## config.mk

```make
export PLATFORM = sky130hd
export DESIGN_NAME = pidarr_cell
export DESIGN_NICKNAME = d
export VERILOG_FILES = /design/src/sv/pidarr_pkg.sv /design/src/sv/pidarr_cell.sv
export SDC_FILE = /design/constraint.sdc
export NUM_CORES = 1
export LEC_CHECK = 0
export ABC_AREA = 1
export ABC_CLOCK_PERIOD_IN_PS = 4740
export BUFFER_PORTS_ARGS = -buffer_cell sky130_fd_sc_hd__buf_2
export CAP_MARGIN = 20
export CORE_AREA = 2 2 81 83
export DETAILED_ROUTE_END_ITERATION = 10
export DIE_AREA = 0 0 83 85
export MAX_ROUTING_LAYER = met4
export PLACE_DENSITY = 0.84
export SYNTH_ARGS = -nofsm -noshare
export SYNTH_HDL_FRONTEND = slang
export SYNTH_SLANG_ARGS = --single-unit
```

## constraint.sdc

```tcl
create_clock -name clk -period 4.74 [get_ports clk]
set_clock_uncertainty 0.2 [all_clocks]
set_input_delay 0.237 -clock clk [delete_from_list [all_inputs] [get_ports clk]]
set_output_delay 0.237 -clock clk [all_outputs]
set_load 0.01 [all_outputs]
```

## src/sv/pidarr_pkg.sv

```systemverilog
// shared types, codes and constants for the positional insert/delete array
package pidarr_pkg;

  localparam int unsigned DEPTH_DEF = 128;
  localparam int unsigned DATA_W    = 32;
  localparam int unsigned POS_W     = 8;
  localparam int unsigned REQ_W     = 2;
  localparam int unsigned STAT_W    = 2;
  localparam int unsigned FILL_W    = 8;
  localparam int unsigned GRP_SIZE  = 32;

  localparam logic [REQ_W-1:0] REQ_READ   = 2'd0;
  localparam logic [REQ_W-1:0] REQ_INSERT = 2'd1;
  localparam logic [REQ_W-1:0] REQ_DELETE = 2'd2;

  localparam logic [STAT_W-1:0] ST_OK    = 2'd0;
  localparam logic [STAT_W-1:0] ST_FULL  = 2'd1;
  localparam logic [STAT_W-1:0] ST_EMPTY = 2'd2;
  localparam logic [STAT_W-1:0] ST_RANGE = 2'd3;

  typedef logic [2:0] cell_op_t;

  localparam cell_op_t CELL_HOLD = 3'd0;
  localparam cell_op_t CELL_INS  = 3'd1;
  localparam cell_op_t CELL_DEL  = 3'd2;
  localparam cell_op_t CELL_READ = 3'd3;
  localparam cell_op_t CELL_CLR  = 3'd4;

  typedef struct packed {
    cell_op_t          op;
    logic [POS_W-1:0]  pos;
    logic [DATA_W-1:0] value;
  } cell_ctl_t;

endpackage

```

## src/sv/pidarr_cell.sv

```systemverilog
// one storage cell of the chain: shifts with its neighbors and offers its value for reads
module pidarr_cell import pidarr_pkg::*; #(
  parameter int unsigned IDX = 0
) (
  input  logic              clk,
  input  cell_ctl_t         ctl,
  input  logic [DATA_W-1:0] left_i,
  input  logic [DATA_W-1:0] right_i,
  output logic [DATA_W-1:0] val_o,
  output logic [DATA_W-1:0] rd_o
);

  logic [DATA_W-1:0] val_r;
  logic [DATA_W-1:0] rd_r;
  logic              at_pos;
  logic              above_pos;

  assign at_pos    = (IDX == int'(ctl.pos));
  assign above_pos = (IDX > int'(ctl.pos));

  always_ff @(posedge clk) begin
    unique case (ctl.op)
      CELL_INS: begin
        if (at_pos) begin
          val_r <= ctl.value;
        end else if (above_pos) begin
          val_r <= left_i;
        end
      end
      CELL_DEL: begin
        if (at_pos || above_pos) begin
          val_r <= right_i;
        end
      end
      default: begin
      end
    endcase
  end

  always_ff @(posedge clk) begin
    if (ctl.op != CELL_HOLD) begin
      rd_r <= (ctl.op == CELL_READ && at_pos) ? val_r : '0;
    end
  end

  assign val_o = val_r;
  assign rd_o  = rd_r;

endmodule

```

==> results of run 1 <==
kinds of logic after synthesis:
logic type      synth area share [%]
flops                          68.91
buf+inv                        11.04
simple gates                   14.31
compound gates                 5.742
placed cells by master (no fill, tap or decap), drive strengths merged:
cell and instances:
nand3 1, edfxtp 64, clkbuf 12, or2 3, nand3b 1, nand2 36
dlygate4sd3 21, o21ai 32, nor3 1, inv 66, buf 141, nor2 36
bufinv 1, clkinv 3
critical path, stage by stage:
cell     delay, ns
buf_2         0.11
or2_1         0.23
nor2_2        0.14
nand2_1       0.10
nor2_4        0.69
routing by layer:
| layer | global-route usage, % | part of all wire, % | vias to the layer above |
|---|---|---|---|
| li1 | - | - | 1104 |
| met1 | 19.94 | 38 | 968 |
| met2 | 31.89 | 53 | 102 |
| met3 | 3.307 | 6.3 | 17 |
| met4 | 11.03 | 2.9 | 0 |
| met5 | - | 0 | - |
area by class of cell:
type                       instances  area (um^2)  share of cell area, %
sequential                        64         1922                  48.61
timing repair buffer             162        940.9                  23.80
multi-input combinational        110        566.8                  14.34
inverter                          66        247.7                  6.266
clock buffer                      12        135.1                  3.418
tap                               77        96.34                  2.437
clock inverter                     4        45.04                  1.139
flip-flops by register name, indices dropped and copies added (netlist names):
signal / flops
rd_o: 32
val_o: 32
report_power, final:
group          internal [mW]  total, mW  switching [mW]
clock network          0.241      0.434           0.193
logic                 0.0504     0.0936          0.0432
registers              0.632      0.634         0.00229
total                  0.924       1.16           0.239
per-stage QoR:
stage	setup WS [ns]	instances	power [mW]	util, %
after floorplan	2.109	249	0.6807	-
after global placement	2.582	457	0.7235	56.99
after detailed placement	2.502	457	0.7268	56.99
after CTS	2.847	494	1.172	63.28
after global routing	2.821	495	1.213	63.72
final	2.959	495	1.162	63.72
worst max path at each step:
stage,end,start,depth (start not counted),slack [ns]
global placement,rd_o[0],ctl[36],4,2.58
CTS,rd_o[5],ctl[36],4,2.85
detailed placement,rd_o[14],ctl[36],4,2.50
global route,val_o[16],ctl[36],4,2.82
finish,val_o[6],ctl[42],5,2.96
floorplan,val_o[0],ctl[42],4,2.11
Yosys cell counts, drive strengths merged:
cell / count
edfxtp: 64
nor2: 36
nand3b: 1
nand2: 36
nor3: 1
buf: 6
o21ai: 32
nand3: 1
clkbuf: 3
inv: 66
or2: 3
repair_timing:
| action | 4_1_cts | 5_1_grt |
|---|---|---|
| hold endpoints to repair | 21 | 0 |
| gates resized for setup | 0 | 0 |
| hold buffers | 21 | 0 |
==> metrics.cfg, run 1 <==
[run_status]
status=finished, final reports clean

[synth]
ys_top_cells_by_area=edfxtp_1, inv_1, nor2_2, o21ai_0, nand2_1
syn-num-nets=357
seq_area_frac_synth_pct=68.91
synth.largest_area_cell=edfxtp_1
ys_ff_latch=64
synth_cells=249
synth.distinct_cells=15
yosysWarnings=0
synth_area_um2=2789
syn_area_per_cell_um2=11.20
synth_top_area_share_pct=68.91

[setup_path]
crit_fanout=32
critPathLaunchType=input port
worst-setup-path-type=input port to flop
end_kind=flop
worstReg2RegEnd=rd_o[11]
worst-r2r-cell-count=2
r2r_slack_ns=3.75
crit_arrival_ns=1.53
rr_startpoint=val_o[11]
required_ns=4.49

[floorplanning]
rows=29
start_util_pct=44.95
die-width_um=83
die_area_um2=7055
core_region_area_um2=6205
die_y_um=85
io_pins=172

[clock_network]
numCtsBuffers=9
cts_root_buffer=clkbuf_8
postCtsSetupBuffers=0
clk_latency_ns=0.32
clock-sinks=64
htreeDepth=3
max-clock-path-buffers=2
clk_pin_slew_ns=0.07
cts_tree=yes

[global_route]
grt_pass1_vias=2111
overflow=0
antenna_found_initial=0
grt_max_degree=47
grtUsageTotal_pct=18.47
grt_pass1_wl_mm=9.756

[timing]
tightest_slew_ns=0.8868
period_share_pct=37.58
setup_viol=0
setup-tns-final_ns=0
timing.fmax_ghz=0.5614
whs_ns=0.01221
period_needed_ns=1.781
hold_violations=0
relSlewSlack_pct=40.74
slew_viol_final=0
rsz0062_at_grt=no

[hold_path]
min_path_cells=3
min-delay-start=ctl[24]
hold_end=val_o[24]
hold_class=input port to flop

[routing]
wl_mm=6.081
drtIter0Drc=129
routedWlPerCell_um=12.28
viasPerCell=4.426
ant_nets=0
drc=0
vias=2191
firstDrtPassIters=4

[place]
dpl_cell_area_um2=3536
hpwlAfterDp_mm=4.175
gp_congestion=0.7887
io_buffers=139

[finish]
layout.nets=521
antenna_cells=0
fin_area_um2=3954
drive_gt1_share_pct=45.22
nFillCells=514
syn2layout_area_growth_pct=41.77

[power_and_ir_drop]
vdd_drop_max_v=0.0001628
leakagePower_nw=2.051
power_density_nw_per_um2=294.0

[run]
drv_cap=0

Note: power is estimated with default switching activity, not from simulation.
==> inputs of run 2 (changes only) <==
- ABC_CLOCK_PERIOD_IN_PS: 4740 -> 1800
- CORE_AREA: 2 2 81 83 -> 2 2 84 86
- DIE_AREA: 0 0 83 85 -> 0 0 86 88
- PLACE_DENSITY: 0.84 -> 0.79
- clock period: 4.74 -> 1.8 ns (I/O delays scaled with it)
==> run 2 against run 1 <==
Net effect:
- power increased to 2.8 times the previous value
- final cell count increased by 9.7%
- critical path depth unchanged
- sequential cell count unchanged
- setup slack got worse by 2.8 ns
- global-route usage increased by 2.0 points
- final area increased by 12%
- routed wire length increased by 20%
- largest cell class unchanged
- largest power group unchanged
- highest routed layer unchanged
==> metrics.cfg, run 2 (synthesis results as in run 1) <==
[global_route]
grt_pass1_vias=2562  ; +21%
grt_pass1_wl_mm=11.35  ; +16%
antenna_found_initial=0  ; unchanged
overflow=0  ; unchanged
grtUsageTotal_pct=20.50  ; +2.0 points
grt_max_degree=41  ; -13%

[timing]
hold_violations=0  ; unchanged
period_share_pct=91.57
period_needed_ns=1.648
timing.fmax_ghz=0.6067
whs_ns=0.2218  ; +0.2096 ns
setup_viol=0  ; unchanged
rsz0062_at_grt=no
tightest_slew_ns=0.7781  ; -0.1088 ns
slew_viol_final=0  ; unchanged
relSlewSlack_pct=48.13  ; +7.4 points
setup-tns-final_ns=0  ; unchanged

[power_and_ir_drop]
vdd_drop_max_v=0.0004178  ; +160%
power_density_nw_per_um2=724.7  ; +150%
leakagePower_nw=2.243  ; +9.3%

[setup_path]
crit_arrival_ns=1.52  ; about the same
r2r_slack_ns=0.80  ; -2.95 ns
worst-r2r-cell-count=2  ; unchanged
rr_startpoint=val_o[8]
end_kind=flop
required_ns=1.68  ; -2.81 ns
worst-setup-path-type=input port to flop
critPathLaunchType=input port
crit_fanout=1  ; -97%
worstReg2RegEnd=rd_o[8]

[finish]
syn2layout_area_growth_pct=58.32
final_common_cell=buf_2
layout.nets=566  ; +8.6%
nFillCells=495  ; -3.7%
final_util_pct=66.46  ; +2.7 points
layout_common_cells=buf_2, inv_1, dlygate4sd3_1, edfxtp_1, nand2_1
antenna_cells=0  ; unchanged
drive_gt1_share_pct=41.68  ; -3.5 points

[floorplanning]
core_region_area_um2=6644  ; +7.1%
io_pins=172  ; unchanged
die_area_um2=7568  ; +7.3%
die-width_um=86  ; +3.6%
rows=30  ; +3.4%
start_util_pct=41.98  ; -3.0 points
die_y_um=88  ; +3.5%

[clock_network]
cts_root_buffer=clkbuf_8
clk_latency_ns=0.32  ; about the same
ctsResizeCount=0  ; unchanged
clock-sinks=64  ; unchanged
numCtsBuffers=9  ; unchanged
cts_tree=yes
max-clock-path-buffers=2  ; unchanged
clk_pin_slew_ns=0.07  ; about the same
htreeDepth=3  ; unchanged

[routing]
routedWlPerCell_um=13.45  ; +9.4%
vias=2431  ; +11%
wl_mm=7.301  ; +20%
viasPerCell=4.477  ; +1.1%
ant_nets=0  ; unchanged
drc=0  ; unchanged
firstDrtPassIters=4  ; unchanged
drtIter0Drc=61  ; -53%

[place]
io_buffers=139  ; unchanged
gp_congestion=0.7678  ; -2.6%
hpwlAfterDp_mm=4.039  ; -3.3%

[hold_path]
hold_end=val_o[27]
min_path_cells=5  ; +2
min-delay-start=ctl[38]
hold_class=input port to flop

[run_status]
status=finished, final reports clean

[run]
drv_cap=0  ; unchanged

run 2: worst max path at each step:
stage,startpoint,to,slack [ns],cells past startpoint
6_report,ctl[1],val_o[1],0.15,5
5_1_grt,ctl[1],val_o[1],0.09,5
4_1_cts,ctl[28],val_o[28],0.27,5
3_5_place_dp,ctl[40],rd_o[2],0.14,3
3_3_place_gp,ctl[40],rd_o[5],0.17,3
2_1_floorplan,ctl[42],val_o[0],0.17,4
run 2: through the flow:
stage / cell area [um^2] / setup WS [ns] / cells / total power, mW
floorplan: 2796 / 0.1703 / 249 / 1.794
global placement: 3587 / 0.1719 / 463 / 1.906
detailed placement: 3587 / 0.1356 / 463 / 1.915
CTS: 4415 / 0.2656 / 543 / 3.198
global route: 4415 / 0.09135 / 543 / 3.333
finish: 4415 / 0.1517 / 543 / 3.200
run 2: layout make-up:
cell class	instances	area [um^2]	share of cell area (%)
Clock buffer	10	127.6	2.890
Clock inverter	6	60.06	1.360
Inverter	66	247.7	5.611
Multi-Input combinational cell	110	566.8	12.84
Sequential cell	64	1922	43.53
Tap cell	80	100.1	2.267
Timing Repair Buffer	207	1391	31.51
run 2: critical path: stages:
cell and delay [ns]:
dlygate4sd3_1 0.56, buf_2 0.14, nand2_1 0.07, o21ai_0 0.10, dlygate4sd3_1 0.57
run 2: layer usage:
| layer | up-vias | global-route usage (%) | part of all wire, % |
|---|---|---|---|
| li1 | 1194 | - | - |
| met1 | 1111 | 19.38 | 37 |
| met2 | 106 | 37.56 | 54 |
| met3 | 20 | 6.503 | 6.7 |
| met4 | 0 | 9.668 | 2.6 |
| met5 | - | - | 0 |
run 2: timing repair:
action                                 in CTS  in global routing
hold buffers                               64                  0
buffers inserted                            0                  0
endpoints found under the hold margin      32                  0
run 2: report_power, final:
part	switching [mW]	internal, mW	total [mW]
combinational	0.144	0.215	0.359
clock	0.538	0.633	1.17
sequential	0.00606	1.66	1.67
==> inputs of run 3 (changes only) <==
- PLACE_DENSITY: 0.79 -> 0.89
==> run 3 against run 2 <==
Net effect:
- power shrank 6.2%
- final cell count shrank 0.55%
- setup slack lost 0.069 ns
- utilization shrank 0.68 points
- sequential cell count is the same
- fmax shrank 4.0%
- largest cell class unchanged
- count of clock-buffer cells in the layout shrank 1
- sequential share of layout area grew 0.45 points
==> metrics.cfg, run 3 (synthesis results as in run 1) <==
[finish]
layout.nets=565  ; -0.18%
layout_common_cells=buf_2, inv_1, dlygate4sd3_1, edfxtp_1, nand2_1
syn2layout_area_growth_pct=56.71
nFillCells=498  ; +0.61%
drive_gt1_share_pct=41.30  ; -0.38 points
final_common_cell=buf_2
antenna_cells=0  ; unchanged

[floorplanning]
rows=30  ; unchanged
die-width_um=86  ; unchanged
core_region_area_um2=6644  ; unchanged
die_area_um2=7568  ; unchanged
io_pins=172  ; unchanged
start_util_pct=41.98  ; unchanged
die_y_um=88  ; unchanged

[setup_path]
crit_buf_inv=3  ; unchanged
slowest_stage=dlygate4sd3_1
cp_cell_sequence=buf_2 > nand3b_1 > buf_12 > nand2_1 > o21ai_0 > dlygate4sd3_1
rr_startpoint=val_o[28]
max_stage_delay_ns=0.56  ; about the same
cp_top_family=buffers and inverters
end_kind=flop
required_ns=1.68  ; about the same
crit_fanout=56  ; +55
cp-startpoint=ctl[40]
worst-setup-path-type=input port to flop
crit_arrival_ns=1.59  ; +0.07 ns
critPathLaunchType=input port

[routing]
viasPerCell=4.533  ; +1.3%
firstDrtPassIters=4  ; unchanged
drtIter0Drc=75  ; +23%
ant_nets=0  ; unchanged
vias=2448  ; +0.70%
drc=0  ; unchanged
wl_mm=7.091  ; -2.9%
routedWlPerCell_um=13.13  ; -2.3%

[global_route]
overflow=0  ; unchanged
grtUsageTotal_pct=19.20  ; -1.3 points
grt_pass1_vias=2384  ; -6.9%
grt_pass1_wl_mm=10.63  ; -6.3%
grt_max_degree=57  ; +39%
antenna_found_initial=0  ; unchanged

[clock_network]
htreeDepth=3  ; unchanged
max-clock-path-buffers=2  ; unchanged
clk_pin_slew_ns=0.07  ; about the same
cts_root_buffer=clkbuf_8
clk_latency_ns=0.32  ; about the same
postCtsSetupBuffers=0  ; unchanged
ctsResizeCount=0  ; unchanged
numCtsBuffers=9  ; unchanged
cts_tree=yes
clock-sinks=64  ; unchanged
postCtsHoldBufs=64  ; unchanged

[place]
gp_congestion=0.7573  ; -1.4%
io_buffers=139  ; unchanged
hpwlAfterDp_mm=4.461  ; +10%

[hold_path]
min-delay-start=ctl[38]
hold_class=input port to flop

[timing]
period_share_pct=95.41  ; +3.8 points
slew_viol_final=0  ; unchanged
period_needed_ns=1.717  ; +0.06916 ns
relSlewSlack_pct=48.99  ; +0.86 points
timing.fmax_ghz=0.5823  ; -4.0%
setup_viol=0  ; unchanged
rsz0062_at_grt=no
tightest_slew_ns=0.7651  ; -0.01295 ns
hold_violations=0  ; unchanged
setup-tns-final_ns=0  ; unchanged
whs_ns=0.2593  ; +0.03748 ns

[power_and_ir_drop]
power_density_nw_per_um2=686.6  ; -5.2%
leakagePower_nw=2.224  ; -0.83%
vdd_drop_max_v=0.0004336  ; +3.8%

[run_status]
status=finished, final reports clean

[run]
drv_cap=0  ; unchanged

[run 3: cell types whose count changed in the layout (fill, tap and decap cells not counted)]
cell        previous run  this run
clkinv_1               0         1
clkbuf_1               1         0
buf_4                  2         1
bufinv_16              1         0
clkinvlp_4             2         1
[run 3: where the power goes]
| part | total (mW) | internal, mW | switching, mW |
|---|---|---|---|
| Clock | 0.978 | 0.471 | 0.507 |
| Sequential | 1.67 | 1.66 | 0.00703 |
| Combinational | 0.351 | 0.216 | 0.135 |
[run 3: per-layer routing]
layer,track usage (%),wire (um)
met5,-,0
met4,9.668,186
met3,3.582,420
met2,35.73,3863
met1,19.04,2621
[run 3: tightest hold or removal path, delay by kind of cell]
| family | cells | cell delay, ns |
|---|---|---|
| buf+inv | 2 | 0.26 |
| simple gates | 3 | 0.25 |
[run 3: metrics by stage]
stage                     worst slack [ns]  power, mW  std cells  cell area (um^2)  util [%]
after floorplan                     0.1703      1.794        249              2796         -
after global placement              0.1698      1.909        462              3580     53.88
after detailed placement            0.1245      1.922        462              3580     53.88
after CTS                           0.1134      3.018        540              4370     65.78
after global routing               0.01557      3.116        540              4370     65.78
final                              0.08255      3.001        540              4370     65.78
[run 3: path summary, 6_finish.rpt]
path	end	slack, ns	depth (start not counted)
hold / removal	val_o[21]	0.26	5
setup reg to reg	rd_o[28]	0.80	2
hold reg to reg	rd_o[8]	0.38	2
setup / recovery	val_o[6]	0.08	6
[run 3: final cells by class]
type | instances | area (um^2) | area share, %
Clock buffer | 9 | 123.9 | 2.834
Clock inverter | 5 | 26.28 | 0.6012
Multi-Input combinational cell | 110 | 566.8 | 12.97
Sequential cell | 64 | 1922 | 43.97
Tap cell | 80 | 100.1 | 2.290
Timing Repair Buffer | 206 | 1384 | 31.66
Inverter | 66 | 247.7 | 5.668
