### src/sv/pidarr_pkg.sv
// shared types, codes and constants for the positional insert/delete array
package pidarr_pkg;

  localparam int unsigned DEPTH_DEF = 128;
  localparam int unsigned DATA_W    = 32;
  localparam int unsigned POS_W     = 8;
  localparam int unsigned REQ_W     = 2;
  localparam int unsigned STAT_W    = 2;
  localparam int unsigned FILL_W    = 8;
  localparam int unsigned GRP_SIZE  = 32;

  localparam logic [REQ_W-1:0] REQ_READ   = 2'd0;
  localparam logic [REQ_W-1:0] REQ_INSERT = 2'd1;
  localparam logic [REQ_W-1:0] REQ_DELETE = 2'd2;

  localparam logic [STAT_W-1:0] ST_OK    = 2'd0;
  localparam logic [STAT_W-1:0] ST_FULL  = 2'd1;
  localparam logic [STAT_W-1:0] ST_EMPTY = 2'd2;
  localparam logic [STAT_W-1:0] ST_RANGE = 2'd3;

  typedef logic [2:0] cell_op_t;

  localparam cell_op_t CELL_HOLD = 3'd0;
  localparam cell_op_t CELL_INS  = 3'd1;
  localparam cell_op_t CELL_DEL  = 3'd2;
  localparam cell_op_t CELL_READ = 3'd3;
  localparam cell_op_t CELL_CLR  = 3'd4;

  typedef struct packed {
    cell_op_t          op;
    logic [POS_W-1:0]  pos;
    logic [DATA_W-1:0] value;
  } cell_ctl_t;

endpackage

### src/sv/pidarr_or_tree.sv
// registered or-reduction of a group of masked read values
module pidarr_or_tree import pidarr_pkg::*; #(
  parameter int unsigned N = GRP_SIZE
) (
  input  logic              clk,
  input  logic              en,
  input  logic [DATA_W-1:0] data_i [N],
  output logic [DATA_W-1:0] or_o
);

  logic [DATA_W-1:0] acc;
  logic [DATA_W-1:0] or_r;

  always_comb begin
    acc = '0;
    for (int k = 0; k < int'(N); k++) begin
      acc = acc | data_i[k];
    end
  end

  always_ff @(posedge clk) begin
    if (en) begin
      or_r <= acc;
    end
  end

  assign or_o = or_r;

endmodule

### config.mk
export PLATFORM = sky130hd
export DESIGN_NAME = pidarr_or_tree
export DESIGN_NICKNAME = d
export VERILOG_FILES = /design/src/sv/pidarr_pkg.sv /design/src/sv/pidarr_or_tree.sv
export SDC_FILE = /design/constraint.sdc
export NUM_CORES = 1
export LEC_CHECK = 0
export ABC_AREA = 1
export BUFFER_PORTS_ARGS = -buffer_cell sky130_fd_sc_hd__buf_2
export CELL_PAD_IN_SITES_DETAIL_PLACEMENT = 0
export CELL_PAD_IN_SITES_GLOBAL_PLACEMENT = 1
export CORE_AREA = 2 2 410 412
export CTS_CLUSTER_DIAMETER = 50
export CTS_CLUSTER_SIZE = 40
export DETAILED_ROUTE_END_ITERATION = 10
export DIE_AREA = 0 0 412 414
export PLACE_DENSITY_LB_ADDON = 0.1
export SLEW_MARGIN = 10
export SYNTH_ARGS = -nofsm -noshare
export SYNTH_HDL_FRONTEND = slang
export SYNTH_SLANG_ARGS = --single-unit
### constraint.sdc
create_clock -name clk -period 0.8 [get_ports clk]
set_clock_uncertainty 0.05 [all_clocks]
set_input_delay 0.04 -clock clk [delete_from_list [all_inputs] [get_ports clk]]
set_output_delay 0.04 -clock clk [all_outputs]
set_load 0.01 [all_outputs]
==> results of run 1 <==
==> cells by family after synthesis <==
| logic type | Yosys count | synth area share, % |
|---|---|---|
| buf+inv | 512 | 28.7 |
| simple gates | 928 | 56.9 |
| flops | 32 | 14.4 |
==> layer usage <==
metal	vias up	track usage, %
met5	-	0
met4	16	1.79
met3	83	2.12
met2	455	17.1
met1	4759	8.20
li1	6203	-
==> area by class of cell <==
| class | instances | area (sq um) | area share [%] |
|---|---|---|---|
| Multi-Input combinational cell | 928 | 3890 | 25.3 |
| Clock buffer | 7 | 133 | 0.862 |
| Tap cell | 2204 | 2760 | 17.9 |
| Timing Repair Buffer | 1085 | 5670 | 36.9 |
| Clock inverter | 1 | 3.75 | 0.0244 |
| Inverter | 512 | 1920 | 12.5 |
| Antenna cell | 16 | 40.0 | 0.260 |
| Sequential cell | 32 | 961 | 6.25 |
==> cells in the mapped netlist <==
| cell type | n |
|---|---|
| inv_1 | 512 |
| nand2_1 | 384 |
| nor2_1 | 416 |
| nor2_2 | 32 |
| edfxtp_1 | 32 |
| nand4_1 | 32 |
| and2_1 | 64 |
==> stage by stage <==
stage | TNS, ns | utilization, % | setup slack [ns]
final | -5.41 | 9.25 | -0.294
after global routing | -7.45 | 9.24 | -0.351
after global placement | -10.30 | 9.01 | -0.661
after CTS | -7.38 | 9.17 | -0.349
after floorplan | 0 | - | 0.107
after detailed placement | -10.16 | 9.01 | -0.622
==> worst max-delay path by stage <==
stage,cells after the start,end,slack [ns],startpoint
finish,1,or_o[19],-0.29,or_o[19]$_DFFE_PP_
global route,1,or_o[19],-0.35,or_o[19]$_DFFE_PP_
CTS,1,or_o[19],-0.35,or_o[19]$_DFFE_PP_
detailed placement,8,or_o[30]$_DFFE_PP_,-0.62,data_i[62]
global placement,6,or_o[12]$_DFFE_PP_,-0.66,data_i[684]
floorplan,5,or_o[0]$_DFFE_PP_,0.11,data_i[928]
==> power groups by stage <==
stage	logic, W	clock network [W]	registers (W)
floorplan	0.00117	0	0.00203
global placement	0.00457	0	0.00199
detailed placement	0.00452	0	0.00199
CTS	0.00460	0.00279	0.00196
global route	0.00514	0.00274	0.00197
finish	0.00450	0.00238	0.00196
==> cell usage in the layout (no fill, tap or decap) <==
master     count
buf_2       1036
inv_1        510
nor2_1       399
nand2_1      377
and2_1        60
nor2_2        45
nand4_1       32
edfxtp_1      32
buf_4         25
buf_6         21
diode_2       16
nand2_2        7
clkbuf_16      5
nor2_4         4
and2_4         3
buf_12         3
clkbuf_1       2
inv_4          1
inv_2          1
and2_2         1
clkinv_1       1
==> repair_timing <==
item	CTS	global route
pin swaps	1	10
gates resized for setup	41	37
cloned	0	0
setup endpoints to repair	37	42
hold endpoints to repair	3	0
==> out/results.txt, run 1 <==
Sw Share: 37.1%
Design Area, Final: 15,400 sq um
Synthesis-to-finish area growth: 130%
Crit path largest cell delay: 0.49 ns
Finished Layout Cells: 4,785
Top sig layer: met5
Syn Inst Count: 1,472
Total congestion overflow: 0
Met1 Wirelength: 26,000 microns
First-pass GRT wire length: 95,500 microns
Initial DRC count: 319
Hold_sp: data_i[602]
Crit end category: output pin
Synthesized cell area: 6690 sq um
PwrDens: 575 nW/um^2
Internal power: 0.00557 W
WP data required: 0.71 ns
Max-Cap Viols: 0
Slew @ Worst Pin: 0.308 ns
Layout fillers: 20,200
Crit start category: register
Synth area leader: inv_1
Hold depth: 5
Switching power: 0.00328 W
Max transition margin: 79.4%
Share of post-route cells with drive strength above 1: 44.9%
Cell family with most CP delay: flip-flops
Slowest CP cell: edfxtp_1
Synth Net Count: 2,498
Vias in the first global route: 12,400
Pleak: 8.94 nW
Routability cong.: 0.819
Antenna-violating nets left: 0
Fmax: 914 MHz
Final net count: 3,590
Comb power frac: 50.9%
Die height: 414 microns
Total setup buffers inserted after CTS: 0
Seq/Total Area, Yosys: 14.4%
Placed cells: 4,761
Die width: 412 microns
Drt pass-1 iters: 6
Pin count of the biggest net entering global routing: 18
Mean Syn Cell Area: 4.54 sq um
Final Hold Viols: 0
Die ar.: 171,000 sq um
Register bit total from synthesis: 32
Met2 wire len: 42,100 microns
Final worst path period share: 137%
Final WS setup: -0.294 ns
Total power: 0.00884 W
IO Pins: 1,058
Yosys cell types: 7
Clock root buffer: clkbuf_16
Routed wire length: 74,000 microns
Arrival @ worst endpoint: 1.00 ns
H-tree Lvls: 2
Worst path cell trace: buf_6
Met3 WL post-DR: 4620 microns
Vias post-DR: 11,500
DP HPWL: 70,700 microns
CP bufs+invs: 1
HP Class: in2reg
DR vias/cell: 2.41
VDD IR-drop max: 0.652 mV
CTS tree: done
CP Class: reg2out
Outcome: finished with violations
Setup violators final: 34
RSZ-0062 raised after global routing: true
CTS max path bufs: 2
Flop pwr share: 22.2%
Rows: 150
Initial Util: 4.02%
Core area: 166,000 sq um
Hold EP: or_o[26]$_DFFE_PP_
WHS: 0.0127 ns
Synth warn: 0
Share of the synthesized area in the top cell type: 28.7%
GRT Total Usage: 8.37%
Violated checks: negative setup slack
Max FFs per register: 32
Clock slew at reported path FFs: 0.07 ns
Routed wire per std cell: 15.5 microns
Fin crit period: 1.09 ns
Clk sink count: 32
Max-slew violations: 0
DRC violations left: 0
CP max FO: 1
Initial antenna violation count: 48
Top post-synthesis cells by area: inv_1 (29%), nor2_1 (23%), nand2_1 (22%)
TritonCTS buffer count: 5
DP Area: 15,000 sq um
Clock power frac: 27.0%
Port Buffers: 1,057
No activity file was read; power rests on OpenSTA's default activity.
==> run 2: changes to the inputs <==
--- a/config.mk
+++ b/config.mk
@@ -10,6 +10,7 @@
 export CELL_PAD_IN_SITES_DETAIL_PLACEMENT = 0
 export CELL_PAD_IN_SITES_GLOBAL_PLACEMENT = 1
 export CORE_AREA = 2 2 410 412
+export CTS_BUF_LIST = sky130_fd_sc_hd__clkbuf_2 sky130_fd_sc_hd__clkbuf_4 sky130_fd_sc_hd__clkbuf_8
 export CTS_CLUSTER_DIAMETER = 50
 export CTS_CLUSTER_SIZE = 40
 export DETAILED_ROUTE_END_ITERATION = 10
==> run 2 against run 1 <==
Via count shrank 0.45%. Die area is the same. Highest routed layer unchanged. The run ends with negative hold slack, negative setup slack left. Worst hold slack lost 0.052 ns. Clock power shrank 24%. Maximum frequency shrank 4.2%. Wire length is essentially flat. Critical path depth is the same. Sequential cell count is the same. Combinational power shrank 0.9%. Largest power group unchanged. Design area shrank 0.72%. Final cell count is essentially flat. Sequential share of layout area is essentially flat. Largest cell class unchanged.
==> out/results.txt, run 2 (same netlist as run 1, synthesis figures left out) <==
CTS tree: done
Vias post-DR: 11,500
Cell family with most CP delay: flip-flops
DP Area: 15,000 sq um
PwrDens: 540 nW/um^2
Hold EP: or_o[26]$_DFFE_PP_
Met2 usage in global routing: 17.1%
Antenna-violating nets left: 0
Core area: 166,000 sq um
CP Class: reg2out
Setup violators final: 34
Fin crit period: 1.14 ns
Finished Layout Cells: 4,788
Register area: 961 sq um
Initial antenna violation count: 49
Switching power: 0.00318 W
WHS: -0.0389 ns
Global routing's busiest layer: met2
Worst path cell trace: buf_6
Arrival @ worst endpoint: 1.05 ns
Total power: 0.00825 W
Clock root buffer: clkbuf_8
HP Class: in2reg
Port Buffers: 1,057
Met3 usage: 2.12%
Final net count: 3,590
CP max FO: 1
Die height: 414 microns
CTS max path bufs: 2
Clk sink count: 32
Hold_sp: data_i[602]
Initial DRC count: 308
Die width: 412 microns
DR vias/cell: 2.39
WP data required: 0.71 ns
Placed cells: 4,761
Crit path largest cell delay: 0.49 ns
Routed wire per std cell: 15.4 microns
Rows: 150
TritonCTS buffer count: 5
Clock power frac: 22.1%
Max-slew violations: 0
Crit start category: register
Fmax: 875 MHz
DRC violations left: 0
Met1 layer usage reported by global route: 8.19%
Internal power: 0.00507 W
Final worst path period share: 143%
Pin count of the biggest net entering global routing: 18
Routability cong.: 0.819
H-tree Lvls: 2
RSZ-0062 raised after global routing: true
Slew @ Worst Pin: 0.420 ns
Max-Cap Viols: 0
Clock slew at reported path FFs: 0.11 ns
Comb power frac: 54.1%
Drt pass-1 iters: 6
Post-route core utilization: 9.18%
Hold depth: 5
Design Area, Final: 15,300 sq um
Total setup buffers inserted after CTS: 0
DP HPWL: 70,700 microns
Share of post-route cells with drive strength above 1: 44.3%
Final Hold Viols: 3
VDD IR-drop max: 0.496 mV
Max FFs per register: 32
Final WS setup: -0.343 ns
Layout fillers: 20,200
Die ar.: 171,000 sq um
Area of the multi-input gates: 3830 sq um
Synthesis-to-finish area growth: 128%
GRT Total Usage: 8.37%
Flop pwr share: 23.8%
Pleak: 8.91 nW
Max transition margin: 71.9%
Outcome: finished with violations
Sw Share: 38.5%
Slowest CP cell: edfxtp_1
CP Launch Point: or_o[19]$_DFFE_PP_
IO Pins: 1,058
Commonest cells after routing, fill and taps aside: buf_2 (1,037), inv_1 (511), nor2_1 (410), nand2_1 (380), and2_1 (63)
Routed wire length: 73,900 microns
Commonest non-fill, non-tap cell in the layout: buf_2
Total congestion overflow: 0
First-pass GRT wire length: 95,500 microns
Vias in the first global route: 12,400
Violated checks: negative hold slack, negative setup slack
Crit end category: output pin
Initial Util: 4.02%
CP bufs+invs: 1
## run 2: changes by cell type in the layout (fill, tap and decap cells not counted), moves of 2 or more
cell and change:
nor2_2 -8, clkbuf_1 -2, nor2_1 +11, nand2_2 -3, and2_1 +3, clkbuf_4 +2, clkbuf_8 +5, clkbuf_16 -5
and2_4 -3, diode_2 +3, buf_6 -2, nor2_4 -3, nand2_1 +3
## run 2: layer usage
metal  vias to the layer above  share of wire (%)
li1                       6206                  -
met1                      4715                 35
met2                       447                 57
met3                        80                6.4
met4                        16                1.7
met5                         -               0.14
## run 2: stage by stage
step / TNS, ns / setup slack (ns)
floorplan: 0 / 0.107
global placement: -10.30 / -0.661
detailed placement: -10.16 / -0.622
CTS: -10.39 / -0.434
global route: -10.21 / -0.432
finish: -7.19 / -0.343
## run 2: final cells by class
type	count	area share (%)
Timing Repair Buffer	1085	37.1
Antenna cell	19	0.311
Inverter	512	12.6
Clock buffer	7	0.549
Clock inverter	1	0.0246
Tap cell	2204	18.1
Sequential cell	32	6.29
Multi-Input combinational cell	928	25.1
## run 2: how the worst max path moves through the flow
stage                         end  slack (ns)  depth (start not counted)
2_1_floorplan   or_o[0]$_DFFE_PP_        0.11                          5
3_3_place_gp   or_o[12]$_DFFE_PP_       -0.66                          6
3_5_place_dp   or_o[30]$_DFFE_PP_       -0.62                          8
4_1_cts                  or_o[19]       -0.43                          1
5_1_grt                  or_o[19]       -0.43                          1
6_report                 or_o[19]       -0.34                          1
## run 2: timing repair
item	CTS	global route
pin swaps	0	1
setup endpoints to repair	35	36
resized for setup	32	19
hold endpoints to repair	33	15
cloned	0	0
## run 2: power by group through the flow
stage | Sequential [W] | Combinational (W) | Clock [W]
final | 0.00196 | 0.00446 | 0.00182
after global routing | 0.00197 | 0.00511 | 0.00219
after CTS | 0.00196 | 0.00459 | 0.00224
after detailed placement | 0.00199 | 0.00452 | 0
after global placement | 0.00199 | 0.00457 | 0
after floorplan | 0.00203 | 0.00117 | 0
## run 2: tightest hold or removal path: cells and delay by family
kind                   cells  cell delay [ns]
AND/OR/NAND/NOR            4             0.19
buffers and inverters      1             0.07
==> run 3: changes to the inputs <==
--- a/config.mk
+++ b/config.mk
@@ -5,17 +5,18 @@
 export SDC_FILE = /design/constraint.sdc
 export NUM_CORES = 1
 export LEC_CHECK = 0
-export ABC_AREA = 1
+export ABC_CLOCK_PERIOD_IN_PS = 800
 export BUFFER_PORTS_ARGS = -buffer_cell sky130_fd_sc_hd__buf_2
 export CELL_PAD_IN_SITES_DETAIL_PLACEMENT = 0
 export CELL_PAD_IN_SITES_GLOBAL_PLACEMENT = 1
-export CORE_AREA = 2 2 410 412
+export CORE_AREA = 2 2 411 413
 export CTS_BUF_LIST = sky130_fd_sc_hd__clkbuf_2 sky130_fd_sc_hd__clkbuf_4 sky130_fd_sc_hd__clkbuf_8
 export CTS_CLUSTER_DIAMETER = 50
 export CTS_CLUSTER_SIZE = 40
 export DETAILED_ROUTE_END_ITERATION = 10
-export DIE_AREA = 0 0 412 414
+export DIE_AREA = 0 0 413 415
 export PLACE_DENSITY_LB_ADDON = 0.1
+export REMOVE_ABC_BUFFERS = 1
 export SLEW_MARGIN = 10
 export SYNTH_ARGS = -nofsm -noshare
 export SYNTH_HDL_FRONTEND = slang
==> run 3 against run 2 <==
Design area decreased by 8.9%. Count of clock-buffer cells in the layout is the same. Worst hold slack better by 0.0073 ns. Global-route usage increased by 1.6 points. Maximum frequency is 18% lower. Critical path depth up 3. Total power increased by 3.2%. Sequential share of layout area is 0.61 points higher. Clock power about the same. The run still ends with negative hold slack, negative setup slack left. Sequential power barely moved.
==> out/results.txt, run 3 <==
DR vias/cell: 2.42
Drt pass-1 iters: 6
Final Hold Viols: 11
Sw Share: 39.4%
EDFF count, synth: 32
Total Neg Setup Slack: -11.63 ns
Syn Inst Count: 384
First-pass GRT wire length: 108,000 microns
Setup violators final: 65
Synth warn: 0
Yosys cell types: 5
Antenna-violating nets left: 0
Vias post-DR: 9,083
CP Launch Point: data_i[453]
WP data required: 0.89 ns
Fmax: 715 MHz
Initial Util: 2.02%
VDD IR-drop max: 0.557 mV
Post-synth top cells: nor4_1 (224), nand4_1 (64), edfxtp_1 (32), nor4_2 (32), or2_1 (32)
CTS tree: done
Max-slew violations: 0
Asr flop ratio synth: 0%
Outcome: finished with violations
Commonest non-fill, non-tap cell in the layout: buf_2
Clock power frac: 21.1%
CP Class: in2reg
Crit start category: primary input
Count leader, synth: nor4_1
GRT Total Usage: 9.93%
Layout fillers: 19,700
Arrival @ worst endpoint: 1.49 ns
Die height: 415 microns
Initial antenna violation count: 83
Global routing's busiest layer: met2
Met3 usage: 4.19%
Die width: 413 microns
Initial DRC count: 371
Routability cong.: 0.886
Total congestion overflow: 0
CP max FO: 1
Routed wire length: 89,300 microns
Violated checks: negative hold slack, negative setup slack
Flop pwr share: 23.3%
Seq/Total Area, Yosys: 28.6%
Max-Cap Viols: 0
WHS: -0.0316 ns
Hold depth: 4
Comb power frac: 55.6%
Top post-synthesis cells by area: nor4_1 (42%), edfxtp_1 (29%), nand4_1 (12%)
DRC violations left: 0
Met1 layer usage reported by global route: 10.3%
Met2 usage in global routing: 18.6%
CTS max path bufs: 2
Max FFs per register: 32
TritonCTS buffer count: 5
Clk sink count: 32
IO Pins: 1,058
Synthesis-to-finish area growth: 314%
Clock slew at reported path FFs: 0.11 ns
PwrDens: 611 nW/um^2
Synthesized cell area: 3360 sq um
Synth area leader: nor4_1
Share of the synthesized area in the top cell type: 41.7%
Share of post-route cells with drive strength above 1: 83.4%
Mean Syn Cell Area: 8.76 sq um
Routed wire per std cell: 23.7 microns
Fin crit period: 1.40 ns
Final WS setup: -0.598 ns
Port Buffers: 1,057
Slew @ Worst Pin: 0.717 ns
Pleak: 5.48 nW
Final worst path period share: 175%
Register bit total from synthesis: 32
Total power: 0.00851 W
DP HPWL: 85,700 microns
Switching power: 0.00336 W
Rows: 150
Hold_sp: data_i[912]
Core area: 167,000 sq um
Final net count: 2,560
Max transition margin: 52.0%
Vias in the first global route: 10,100
RSZ-0062 raised after global routing: true
Clock root buffer: clkbuf_8
Top_reg_cell synth: edfxtp_1
Pin count of the biggest net entering global routing: 17
HP Class: in2reg
Hold_buf cts: 1
Total setup buffers inserted after CTS: 0
Internal power: 0.00515 W
Die ar.: 171,000 sq um
Crit end category: register
H-tree Lvls: 2
Commonest cells after routing, fill and taps aside: buf_2 (963), nor4_1 (127), buf_6 (91), buf_4 (83), nor4_2 (74)
-- run 3: per-stage QoR --
step | instance area, sq um | setup slack [ns] | utilization [%] | cells
floorplan | 3360 | -0.110 | - | 384
finish | 13900 | -0.598 | 8.35 | 3761
detailed placement | 12200 | -1.61 | 7.33 | 3738
global placement | 12200 | -1.75 | 7.32 | 3737
global route | 13900 | -0.667 | 8.33 | 3746
CTS | 13400 | -0.738 | 8.02 | 3741
-- run 3: final timing paths --
| kind | slack [ns] | endpoint |
|---|---|---|
| worst max-delay path | -0.60 | or_o[5]$_DFFE_PP_ |
| worst min-delay path | -0.03 | or_o[16]$_DFFE_PP_ |
-- run 3: cell type report --
cell class	instances	area, sq um	share of cell area [%]
Clock inverter	1	3.75	0.0270
Clock buffer	7	83.8	0.602
Tap cell	2204	2760	19.8
Antenna cell	22	55.1	0.396
Sequential cell	32	961	6.90
Timing Repair Buffer	1143	6560	47.1
Multi-Input combinational cell	352	3500	25.1
-- run 3: metal layers --
layer,share of wire (%),vias up
li1,-,4158
met1,36,4159
met5,0.40,-
met3,9.9,133
met2,53,581
met4,1.1,52
-- run 3: worst max-delay path, stage by stage --
cell	delay [ns]
buf_2	0.10
nor4_2	0.27
nand4_1	0.60
or2_1	0.45
-- run 3: kinds of logic (layout without fill, tap and decap cells) --
group	after synthesis	after routing	share of synthesized area, %
other cells	0	22	0
buf+inv	0	1151	0
simple gates	352	352	71.4
flops	32	32	28.6
-- run 3: what timing repair did --
action,CTS,global route
pin swaps,73,66
endpoints found under the setup margin,64,66
gates resized for setup,186,86
hold endpoints to repair,25,19
-- run 3: power groups by stage --
stage	Sequential, W	Combinational [W]	Clock [W]
finish	0.00198	0.00473	0.00180
global route	0.00199	0.00509	0.00212
CTS	0.00199	0.00463	0.00220
detailed placement	0.00201	0.00410	0
global placement	0.00201	0.00412	0
floorplan	0.00203	0.000255	0
